File: src/hw/rtl/ufmt_pkg.sv
// Shared types and constants for the unsigned decimal field formatter.
`default_nettype none
package ufmt_pkg;

    localparam int MAX_FIELD_DEF = 63;
    localparam int VAL_W         = 32;
    localparam int DIGITS        = 10;
    localparam int BCD_W         = 4 * DIGITS;
    localparam int LEN_W         = 4;
    localparam int CNT_W         = $clog2(VAL_W);

    localparam logic [1:0] PAD_LEFT = 2'd1;
    localparam logic [1:0] PAD_ZERO = 2'd2;

    localparam logic [6:0] CH_SPACE = 7'h20;
    localparam logic [6:0] CH_ZERO  = 7'h30;

    typedef enum logic [1:0] {
        BCD_IDLE,
        BCD_SHIFT,
        BCD_NORM,
        BCD_DONE
    } t_bcd_state;

    typedef enum logic [2:0] {
        E_IDLE,
        E_WAIT,
        E_PLAN,
        E_SIZE,
        E_OUT
    } t_emit_state;

    typedef struct packed {
        logic              done;
        logic [LEN_W-1:0]  len;
        logic [BCD_W-1:0]  digits;
    } t_bcd_res;

endpackage
`default_nettype wire

File: src/hw/rtl/ufmt_bcd.sv
// Bit-serial binary to BCD converter with leading-zero digit removal.
`default_nettype none
module ufmt_bcd (
    input  wire logic                          i_clk,
    input  wire logic                          i_rst_n,
    input  wire logic                          i_start,
    input  wire logic [ufmt_pkg::VAL_W-1:0]    i_value,
    output      logic                          o_busy,
    output      ufmt_pkg::t_bcd_res            o_res
);

    ufmt_pkg::t_bcd_state r_state, n_state;

    logic [ufmt_pkg::VAL_W-1:0] r_bin, n_bin;
    logic [ufmt_pkg::BCD_W-1:0] r_bcd, n_bcd;
    logic [ufmt_pkg::CNT_W-1:0] r_cnt, n_cnt;
    logic [ufmt_pkg::LEN_W-1:0] r_len, n_len;
    logic [ufmt_pkg::BCD_W-1:0] adj;
    logic                       top_zero;

    always_comb begin
        for (int d = 0; d < ufmt_pkg::DIGITS; d++) begin
            adj[4*d +: 4] = (r_bcd[4*d +: 4] >= 4'd5) ? r_bcd[4*d +: 4] + 4'd3
                                                      : r_bcd[4*d +: 4];
        end
    end

    assign top_zero = (r_bcd[ufmt_pkg::BCD_W-1 -: 4] == 4'd0);

    always_comb begin
        n_state = r_state;
        unique case (r_state)
            ufmt_pkg::BCD_IDLE: begin
                if (i_start) n_state = ufmt_pkg::BCD_SHIFT;
            end
            ufmt_pkg::BCD_SHIFT: begin
                if (r_cnt == ufmt_pkg::CNT_W'(ufmt_pkg::VAL_W - 1)) begin
                    n_state = ufmt_pkg::BCD_NORM;
                end
            end
            ufmt_pkg::BCD_NORM: begin
                if (!(top_zero && r_len > ufmt_pkg::LEN_W'(1))) begin
                    n_state = ufmt_pkg::BCD_DONE;
                end
            end
            ufmt_pkg::BCD_DONE: n_state = ufmt_pkg::BCD_IDLE;
            default:            n_state = ufmt_pkg::BCD_IDLE;
        endcase
    end

    always_comb begin
        n_bin = r_bin;
        n_bcd = r_bcd;
        n_cnt = r_cnt;
        n_len = r_len;
        unique case (r_state)
            ufmt_pkg::BCD_IDLE: begin
                n_bin = i_value;
                n_bcd = '0;
                n_cnt = '0;
                n_len = ufmt_pkg::LEN_W'(ufmt_pkg::DIGITS);
            end
            ufmt_pkg::BCD_SHIFT: begin
                n_bcd = {adj[ufmt_pkg::BCD_W-2:0], r_bin[ufmt_pkg::VAL_W-1]};
                n_bin = {r_bin[ufmt_pkg::VAL_W-2:0], 1'b0};
                n_cnt = r_cnt + 1'b1;
            end
            ufmt_pkg::BCD_NORM: begin
                if (top_zero && r_len > ufmt_pkg::LEN_W'(1)) begin
                    n_bcd = {r_bcd[ufmt_pkg::BCD_W-5:0], 4'd0};
                    n_len = r_len - 1'b1;
                end
            end
            default: begin
            end
        endcase
    end

    always_ff @(posedge i_clk) begin
        if (!i_rst_n) begin
            r_state <= ufmt_pkg::BCD_IDLE;
        end else begin
            r_state <= n_state;
        end
        r_bin <= n_bin;
        r_bcd <= n_bcd;
        r_cnt <= n_cnt;
        r_len <= n_len;
    end

    assign o_busy       = (r_state != ufmt_pkg::BCD_IDLE);
    assign o_res.done   = (r_state == ufmt_pkg::BCD_DONE);
    assign o_res.len    = r_len;
    assign o_res.digits = r_bcd;

endmodule
`default_nettype wire

File: src/hw/rtl/ufmt_emit.sv
// Field planner and character sequencer: fill, leading zeros, digits, trailing fill.
`default_nettype none
module ufmt_emit #(
    parameter int MAX_FIELD = ufmt_pkg::MAX_FIELD_DEF
) (
    input  wire logic               i_clk,
    input  wire logic               i_rst_n,
    input  wire logic               i_start,
    input  wire logic [5:0]         i_field_width,
    input  wire logic signed [6:0]  i_precision,
    input  wire logic [1:0]         i_pad_mode,
    input  wire ufmt_pkg::t_bcd_res i_bcd,
    output      logic               o_busy,
    output      logic               o_valid,
    output      logic [6:0]         o_character,
    output      logic               o_last
);

    localparam int CW = $clog2(MAX_FIELD + 1);

    ufmt_pkg::t_emit_state r_state, n_state;

    logic [CW-1:0]              r_width, n_width;
    logic [CW-1:0]              r_target, n_target;
    logic                       r_left, n_left;
    logic [ufmt_pkg::LEN_W-1:0] r_len, n_len;
    logic [ufmt_pkg::BCD_W-1:0] r_digits, n_digits;
    logic [CW-1:0]              r_zeros, n_zeros;
    logic [CW-1:0]              r_lead, n_lead;
    logic [CW-1:0]              r_trail, n_trail;
    logic [CW-1:0]              r_rem, n_rem;

    logic                       has_prec;
    logic [7:0]                 max8, w8, p8, wcl8, pcl8;
    logic [CW-1:0]              len_x, zl, fill;

    assign has_prec = !i_precision[6];
    assign max8     = 8'(MAX_FIELD);
    assign w8       = {2'b00, i_field_width};
    assign p8       = has_prec ? {2'b00, i_precision[5:0]} : 8'd0;
    assign wcl8     = (w8 > max8) ? max8 : w8;
    assign pcl8     = (p8 > max8) ? max8 : p8;

    assign len_x = CW'(r_len);
    assign zl    = r_zeros + len_x;
    assign fill  = (r_width > zl) ? r_width - zl : '0;

    always_comb begin
        n_state = r_state;
        unique case (r_state)
            ufmt_pkg::E_IDLE: if (i_start)    n_state = ufmt_pkg::E_WAIT;
            ufmt_pkg::E_WAIT: if (i_bcd.done) n_state = ufmt_pkg::E_PLAN;
            ufmt_pkg::E_PLAN:                 n_state = ufmt_pkg::E_SIZE;
            ufmt_pkg::E_SIZE:                 n_state = ufmt_pkg::E_OUT;
            ufmt_pkg::E_OUT: begin
                if (r_rem == CW'(1)) n_state = ufmt_pkg::E_IDLE;
            end
            default:                          n_state = ufmt_pkg::E_IDLE;
        endcase
    end

    always_comb begin
        n_width  = r_width;
        n_target = r_target;
        n_left   = r_left;
        n_len    = r_len;
        n_digits = r_digits;
        n_zeros  = r_zeros;
        n_lead   = r_lead;
        n_trail  = r_trail;
        n_rem    = r_rem;
        unique case (r_state)
            ufmt_pkg::E_IDLE: begin
                n_width  = wcl8[CW-1:0];
                n_target = (i_pad_mode == ufmt_pkg::PAD_ZERO && !has_prec) ? wcl8[CW-1:0]
                                                                           : pcl8[CW-1:0];
                n_left   = (i_pad_mode == ufmt_pkg::PAD_LEFT);
            end
            ufmt_pkg::E_WAIT: begin
                n_len    = i_bcd.len;
                n_digits = i_bcd.digits;
            end
            ufmt_pkg::E_PLAN: begin
                n_zeros = (r_target > len_x) ? r_target - len_x : '0;
            end
            ufmt_pkg::E_SIZE: begin
                n_lead  = r_left ? '0 : fill;
                n_trail = r_left ? fill : '0;
                n_rem   = zl + fill;
            end
            ufmt_pkg::E_OUT: begin
                n_rem = r_rem - 1'b1;
                priority if (r_lead != '0) begin
                    n_lead = r_lead - 1'b1;
                end else if (r_zeros != '0) begin
                    n_zeros = r_zeros - 1'b1;
                end else if (r_len != '0) begin
                    n_len    = r_len - 1'b1;
                    n_digits = {r_digits[ufmt_pkg::BCD_W-5:0], 4'd0};
                end else if (r_trail != '0) begin
                    n_trail = r_trail - 1'b1;
                end
            end
            default: begin
            end
        endcase
    end

    always_comb begin
        o_valid = (r_state == ufmt_pkg::E_OUT);
        o_last  = o_valid && (r_rem == CW'(1));
        priority if (r_lead != '0) begin
            o_character = ufmt_pkg::CH_SPACE;
        end else if (r_zeros != '0) begin
            o_character = ufmt_pkg::CH_ZERO;
        end else if (r_len != '0) begin
            o_character = ufmt_pkg::CH_ZERO | {3'b000, r_digits[ufmt_pkg::BCD_W-1 -: 4]};
        end else begin
            o_character = ufmt_pkg::CH_SPACE;
        end
    end

    always_ff @(posedge i_clk) begin
        if (!i_rst_n) begin
            r_state <= ufmt_pkg::E_IDLE;
        end else begin
            r_state <= n_state;
        end
        r_width  <= n_width;
        r_target <= n_target;
        r_left   <= n_left;
        r_len    <= n_len;
        r_digits <= n_digits;
        r_zeros  <= n_zeros;
        r_lead   <= n_lead;
        r_trail  <= n_trail;
        r_rem    <= n_rem;
    end

    assign o_busy = (r_state != ufmt_pkg::E_IDLE);

endmodule
`default_nettype wire

File: src/hw/rtl/unsigned_decimal_field_formatter_core.sv
// Accept to first character: 32 conversion bits, up to 9 leading-zero digit skips, then plan and size.
// Then one character per cycle for the whole field, up to MAX_FIELD characters, last marked.
// One item at a time: busy stays high from accept through the last character of the field.
// The next item is accepted in the cycle after the last character; the receiver cannot stall.
// Reset: synchronous, active low; returns both sequencers to idle, data registers are not reset.
`default_nettype none
module unsigned_decimal_field_formatter_core #(
    parameter int MAX_FIELD = ufmt_pkg::MAX_FIELD_DEF
) (
    input  wire logic                       i_clk,
    input  wire logic                       i_rst_n,
    input  wire logic                       start,
    output      logic                       busy,
    input  wire logic [ufmt_pkg::VAL_W-1:0] i_value,
    input  wire logic [5:0]                 i_field_width,
    input  wire logic signed [6:0]          i_precision,
    input  wire logic [1:0]                 i_pad_mode,
    output      logic                       o_valid,
    output      logic [6:0]                 o_character,
    output      logic                       o_last
);

    ufmt_pkg::t_bcd_res bcd_res;
    logic               bcd_busy;
    logic               emit_busy;
    logic               accept;

    assign accept = start && !busy;
    assign busy   = bcd_busy || emit_busy;

    ufmt_bcd u_bcd (
        .i_clk   (i_clk),
        .i_rst_n (i_rst_n),
        .i_start (accept),
        .i_value (i_value),
        .o_busy  (bcd_busy),
        .o_res   (bcd_res)
    );

    ufmt_emit #(
        .MAX_FIELD (MAX_FIELD)
    ) u_emit (
        .i_clk         (i_clk),
        .i_rst_n       (i_rst_n),
        .i_start       (accept),
        .i_field_width (i_field_width),
        .i_precision   (i_precision),
        .i_pad_mode    (i_pad_mode),
        .i_bcd         (bcd_res),
        .o_busy        (emit_busy),
        .o_valid       (o_valid),
        .o_character   (o_character),
        .o_last        (o_last)
    );

endmodule
`default_nettype wire

File: config.mk
export PLATFORM = sky130hd
export DESIGN_NAME = unsigned_decimal_field_formatter_core
export DESIGN_NICKNAME = d
export VERILOG_FILES = /design/src/hw/rtl/ufmt_pkg.sv /design/src/hw/rtl/ufmt_bcd.sv /design/src/hw/rtl/ufmt_emit.sv /design/src/hw/rtl/unsigned_decimal_field_formatter_core.sv
export SDC_FILE = /design/constraint.sdc
export NUM_CORES = 1
export LEC_CHECK = 0
export ABC_AREA = 1
export BUFFER_PORTS_ARGS = -buffer_cell sky130_fd_sc_hd__buf_2
export CORE_ASPECT_RATIO = 1.1
export CORE_MARGIN = 1.5
export CORE_UTILIZATION = 55
export DETAILED_ROUTE_END_ITERATION = 7
export PLACE_DENSITY = 0.84
export SYNTH_ARGS = -nofsm -noshare
export SYNTH_HDL_FRONTEND = slang
export SYNTH_SLANG_ARGS = --single-unit
File: constraint.sdc
create_clock -name i_clk -period 5.6 [get_ports i_clk]
set_input_delay 0.84 -clock i_clk [delete_from_list [all_inputs] [get_ports i_clk]]
set_output_delay 0.84 -clock i_clk [all_outputs]
set_load 0.05 [all_outputs]
=== Yosys cells after proc, flatten, opt, wreduce, memory -nomap -nowiden ===
Index checks and enable logic that the tools add are counted.

* Output and inout bits: 10
* Logic and storage cells: 147
* Register bits after elaboration: 161

* Add/subtract/negate cells: 20
* Eq/ne operators: 23
* Mux-type cells: 48
* Reduce and logical (&&, ||, !) cells: 27
* $lt $le $gt $ge: 15

{| class="wikitable"
|+ Operators by type and width
! kind !! number
|-
| $mux 40 || 4
|-
| $pmux 40 s3 || 1
|-
| $pmux 40 s2 || 1
|-
| $pmux 32 s2 || 1
|-
| $mux 6 || 10
|-
| $mux 4 || 13
|-
| $ge 4x3->1 const B || 10
|-
| $add 4x2->4 const B || 9
|-
| $pmux 6 s2 || 3
|-
| $sub 6x1->6 const B || 3
|-
| $pmux 4 s2 || 2
|-
| $pmux 3 s5 || 1
|-
| $mux 7 || 2
|-
| $mux 3 || 4
|-
| $ne 2x1->1 const B || 6
|-
| $ne 2x2->1 const B || 6
|-
| $reduce_bool 2->1 || 6
|-
| $reduce_bool 6->1 || 2
|-
| $pmux 5 s2 || 1
|-
| $reduce_and 3->1 || 3
|-
| $gt 8x6->1 const B || 1
|-
| $pmux 2 s4 || 1
|-
| $sub 4x1->4 const B || 2
|-
| $add 6x4->6 || 1
|-
| other kinds (28) || 40
|}

=== Depth between registers and ports, before layout ===
* Depth in word-level cells: 6
* Gate-level depth with buffers: 26

=== Hierarchy ===
Synthesis repeated with hierarchy kept, for this count alone.

* Cell total of the unflattened synthesis: 1,061
* Area, all modules: 9,297.7 µm²

{| class="wikitable"
|+ Modules (own cells, without submodules)
! module !! instances !! cells an instance !! area an instance (µm²)
|-
| ufmt_bcd || 1 || 531 || 4,679.5
|-
| ufmt_emit || 1 || 525 || 4,594.4
|-
| unsigned_decimal_field_formatter_core || 1 || 5 || 23.8
|}

=== Least setup slack after synthesis ===
Ideal clock, no wire load.

* Path type: reg-to-reg
* Start point: register u_emit.r_len[0] (netlist name)
* End point: register u_emit.r_rem[4], data pin
* Arrival time: 3.389 ns
* Setup slack: 1.935 ns
* Cell stages (with the launch flop): 18
* Clock period less this slack: 3.665 ns
* Setup time: 0.277 ns
* Required time: 5.323 ns
* Cells stage by stage: edfxtp_1 > ha_1 > fa_1 > a21oi_1 > o21bai_1 > xor2_1 > ha_1 > nand2_2 > nor3_2 > nor2_1 > nor2_4 > inv_2 > or2_4 > fa_1 > o21ai_0 > a21oi_1 > xor2_1 > o22ai_1

* Longest elaborated chain between the ends: 5
* Elaborated cells between the ends (all ways): 6
* Classes of those cells: add/sub: 3; order compare: 1; mux: 2

{| class="wikitable"
|+ Ends and longest elaborated chain
! what !! RTL line !! text
|-
| start: declaration || ufmt_emit.sv:26 || <nowiki>logic [ufmt_pkg::LEN_W-1:0] r_len, n_len;</nowiki>
|-
| start signal: assignment || ufmt_emit.sv:132 || <nowiki>r_len <= n_len;</nowiki>
|-
| $add 6x4->6 * || ufmt_emit.sv:45 || <nowiki>assign zl = r_zeros + len_x;</nowiki>
|-
| $sub 6x6->6 / $gt 6x6->1 (equally long branches) || ufmt_emit.sv:46 || <nowiki>assign fill = (r_width > zl) ? r_width - zl : '0;</nowiki>
|-
| $mux 6 || ufmt_emit.sv:46 ||
|-
| $add 6x6->6 * || ufmt_emit.sv:89 || <nowiki>n_rem = zl + fill;</nowiki>
|-
| $pmux 6 s2 * || ufmt_emit.sv:72 || <nowiki>unique case (r_state)</nowiki>
|-
| named net u_emit.n_rem[4] || ufmt_emit.sv:31 || <nowiki>logic [CW-1:0] r_rem, n_rem;</nowiki>
|-
| end signal: assignment || ufmt_emit.sv:137 || <nowiki>r_rem <= n_rem;</nowiki>
|-
| end: declaration || ufmt_emit.sv:31 ||
|}

The timed path passes the listed nets; every way through them passes the cells marked *.
A chain may end at the register's enable or synchronous reset.

=== Final worst setup path ===
Ends and elaborated chain as after synthesis.

==> flow_summary.json <==
{
  "drt-initial-drc-count": 699,
  "syn_area_per_cell_um2": 9.24,
  "firstDrtPassIters": 6,
  "power_mw": 5.62,
  "crit_type": "reg -> reg",
  "setup_tns_ns": 0,
  "ant_nets": 0,
  "start_util_pct": 56.6,
  "slew_headroom_pct": 37.1,
  "synth_ff_type": "edfxtp_1",
  "place.gp.congestion": 0.902,
  "seq_area_frac_synth_pct": 53.5,
  "powerDensity_nw_per_um2": 564,
  "antenna_found_initial": 0,
  "final_cell_mix": "252 x nand2_1, 156 x edfxtp_1, 136 x inv_1",
  "synth_edf_count": 156,
  "die_h_um": 137,
  "vias": 6738,
  "wl_per_cell_um": 14.8,
  "cp_max_fo": 5,
  "cts_max_path_buffers": 2,
  "die_x_um": 125,
  "cts_hold_buf": 0,
  "p_leak_nw": 4.29,
  "clock_skew_ns": 0.00763,
  "boundaryPins": 60,
  "ys.warnings.count": 0,
  "overflow": 0,
  "syn_nets": 1073,
  "core_um2": 15800,
  "syn_area_um2": 8940,
  "cts_buffers": 17,
  "port_buffers": 57,
  "postCtsSetupRepairBufs": 0,
  "drcViolationCount": 0,
  "rsz0062_at_grt": "no",
  "n_antenna_cell": 0,
  "ys_types": 39,
  "critPathLaunchType": "register",
  "hold_class": "reg -> reg",
  "cts-resized-gates": 0,
  "cts_root_buf": "clkbuf_16",
  "worstMarginPinSlew_ns": 0.943,
  "path_clk_slew_ns": 0.07,
  "htree_levels": 4,
  "dp.cells": 1196,
  "place_hpwl_um": 12300,
  "wl_um": 18100,
  "ys_ff_latch": 161,
  "setup_viol": 0,
  "fmax_mhz": 249,
  "die-area_um2": 17000,
  "grt.total_usage_pct": 22.1,
  "grt_max_degree": 53,
  "hold_viol": 0,
  "syn-instance-count": 967,
  "worstPathRequired_ns": 5.73,
  "clk_latency_ns": 0.43,
  "r2r_setup_slack_ns": 1.58,
  "hold_slack_ns": 0.510,
  "outcome": "finished clean",
  "cp.arrival_ns": 4.15,
  "layout_min_cycle_time_ns": 4.02,
  "layout_commonest_cell": "nand2_1",
  "cts_sinks": 161,
  "fp-row-count": 48,
  "async_reset_ff_share_pct": 0,
  "fin_util_pct": 63.1,
  "slew_violations": 0,
  "cp-end-kind": "register",
  "drv_cap": 0,
  "grt_pass1_wl_um": 29900,
  "routed_via_density": 5.49,
  "final-instance-count-excl-fill": 1227,
  "cts_tree": "yes",
  "drive_gt1_share_pct": 10.6,
  "vdd_drop_max_mv": 0.281,
  "grt_pass1_vias": 6480,
  "fin_crit_sh_pct": 71.8,
  "fin_nets": 1121,
  "n_fill_cell": 1263,
  "synthToLayoutAreaGrowth_pct": 11.5
}
-- registers in the layout, indices dropped and copies added, names as in the netlist --
signal	flops
u_emit.r_target	6
u_bcd.r_bin	32
u_emit.r_len	4
u_emit.r_width	6
u_emit.r_left	1
u_emit.r_digits	40
u_bcd.r_bcd	40
u_emit.r_rem	6
u_bcd.r_cnt	5
u_emit.r_state	3
u_emit.r_lead	6
u_bcd.r_len	4
u_emit.r_zeros	6
u_bcd.r_state	2
-- through the flow --
stage	area, um2	setup slack, ns
3_3_place_gp	9380	1.76
5_1_grt	9960	1.33
2_1_floorplan	8940	1.93
4_1_cts	9960	1.61
3_5_place_dp	9380	1.61
6_report	9960	1.58
-- per-layer routing --
layer / vias up / wire [um] / track usage [%] / part of all wire, %
met2: 191 / 9360 / 39.3 / 52
met5: - / 0 / 0 / 0
met1: 3169 / 7550 / 26.6 / 42
met4: 0 / 349 / 8.24 / 1.9
met3: 30 / 872 / 4.69 / 4.8
li1: 3348 / - / - / -
-- cell type report --
class                      instances  area, um2  share of cell area [%]
timing repair buffer              63        330                    3.31
multi-input combinational        632       3490                    35.0
sequential                       161       4780                    48.0
clock inverter                    14        156                    1.57
clock buffer                      17        425                    4.27
inverter                         140        526                    5.27
tap                              200        250                    2.51
-- worst max-delay path: stages, from the launching register on --
cell and delay [ns]:
edfxtp_1 0.45, ha_1 0.27, fa_1 0.47, a21oi_1 0.16, o21bai_1 0.09, xor2_1 0.16, ha_1 0.37, nand2_2 0.10
nor3_2 0.15, nor2_1 0.10, nor2_4 0.14, inv_2 0.07, or2_4 0.25, fa_1 0.43, o21ai_0 0.20, a21oi_1 0.10
xor2_1 0.14, o22ai_1 0.09
-- cells in the mapped netlist (all sizes together) (2+ instances only) --
cell | n | area share, %
a211oi | 3 | 0.25
a21oi | 35 | 2.0
a22o | 2 | 0.20
buf | 16 | 0.97
clkbuf | 18 | 0.76
conb | 2 | 0.084
dfxtp | 5 | 1.1
edfxtp | 156 | 52
fa | 4 | 0.90
ha | 52 | 7.3
inv | 140 | 5.9
nand2 | 254 | 11
nand3 | 31 | 1.7
nand3b | 2 | 0.17
nand4 | 6 | 0.42
nor2 | 57 | 2.5
nor3 | 7 | 0.50
o211ai | 4 | 0.34
o21ai | 103 | 5.8
o21bai | 2 | 0.17
o22ai | 29 | 2.1
o32ai | 6 | 0.59
or2 | 3 | 0.24
xnor2 | 7 | 0.69
xor2 | 19 | 1.9
-- cells by family (layout without fill, tap and decap cells) --
| kind of cell | after synthesis | in the layout | synth area share (%) |
|---|---|---|---|
| xor gates and xnor gates | 26 | 26 | 2.55 |
| adders and majority gates | 56 | 56 | 8.18 |
| DFF | 161 | 161 | 53.5 |
| buffers and inverters | 174 | 234 | 7.60 |
| muxes | 1 | 1 | 0.112 |
| AOI/OAI and AO/OA | 186 | 186 | 11.5 |
| and+or+nand+nor | 361 | 361 | 16.4 |
| other | 2 | 2 | 0.0840 |
-- worst paths after layout --
path / from / end / depth (start not counted)
setup / recovery: u_emit.r_len[0]$_DFFE_PP_ / u_emit.r_rem[4]$_DFFE_PP_ / 17
hold / removal: u_emit.r_digits[35]$_DFFE_PP_ / u_emit.r_digits[39]$_DFFE_PP_ / 2
setup reg to reg: u_emit.r_len[0]$_DFFE_PP_ / u_emit.r_rem[4]$_DFFE_PP_ / 17
hold reg to reg: u_emit.r_digits[35]$_DFFE_PP_ / u_emit.r_digits[39]$_DFFE_PP_ / 2
-- power breakdown --
group	internal, mW	switching, mW	leakage [nW]	total, mW
sequential	2.02	0.207	1.65	2.22
combinational	0.740	1.51	2.36	2.25
clock	0.661	0.487	0.278	1.15
total	3.42	2.21	4.29	5.62
No activity file was read; power rests on OpenSTA's default activity.
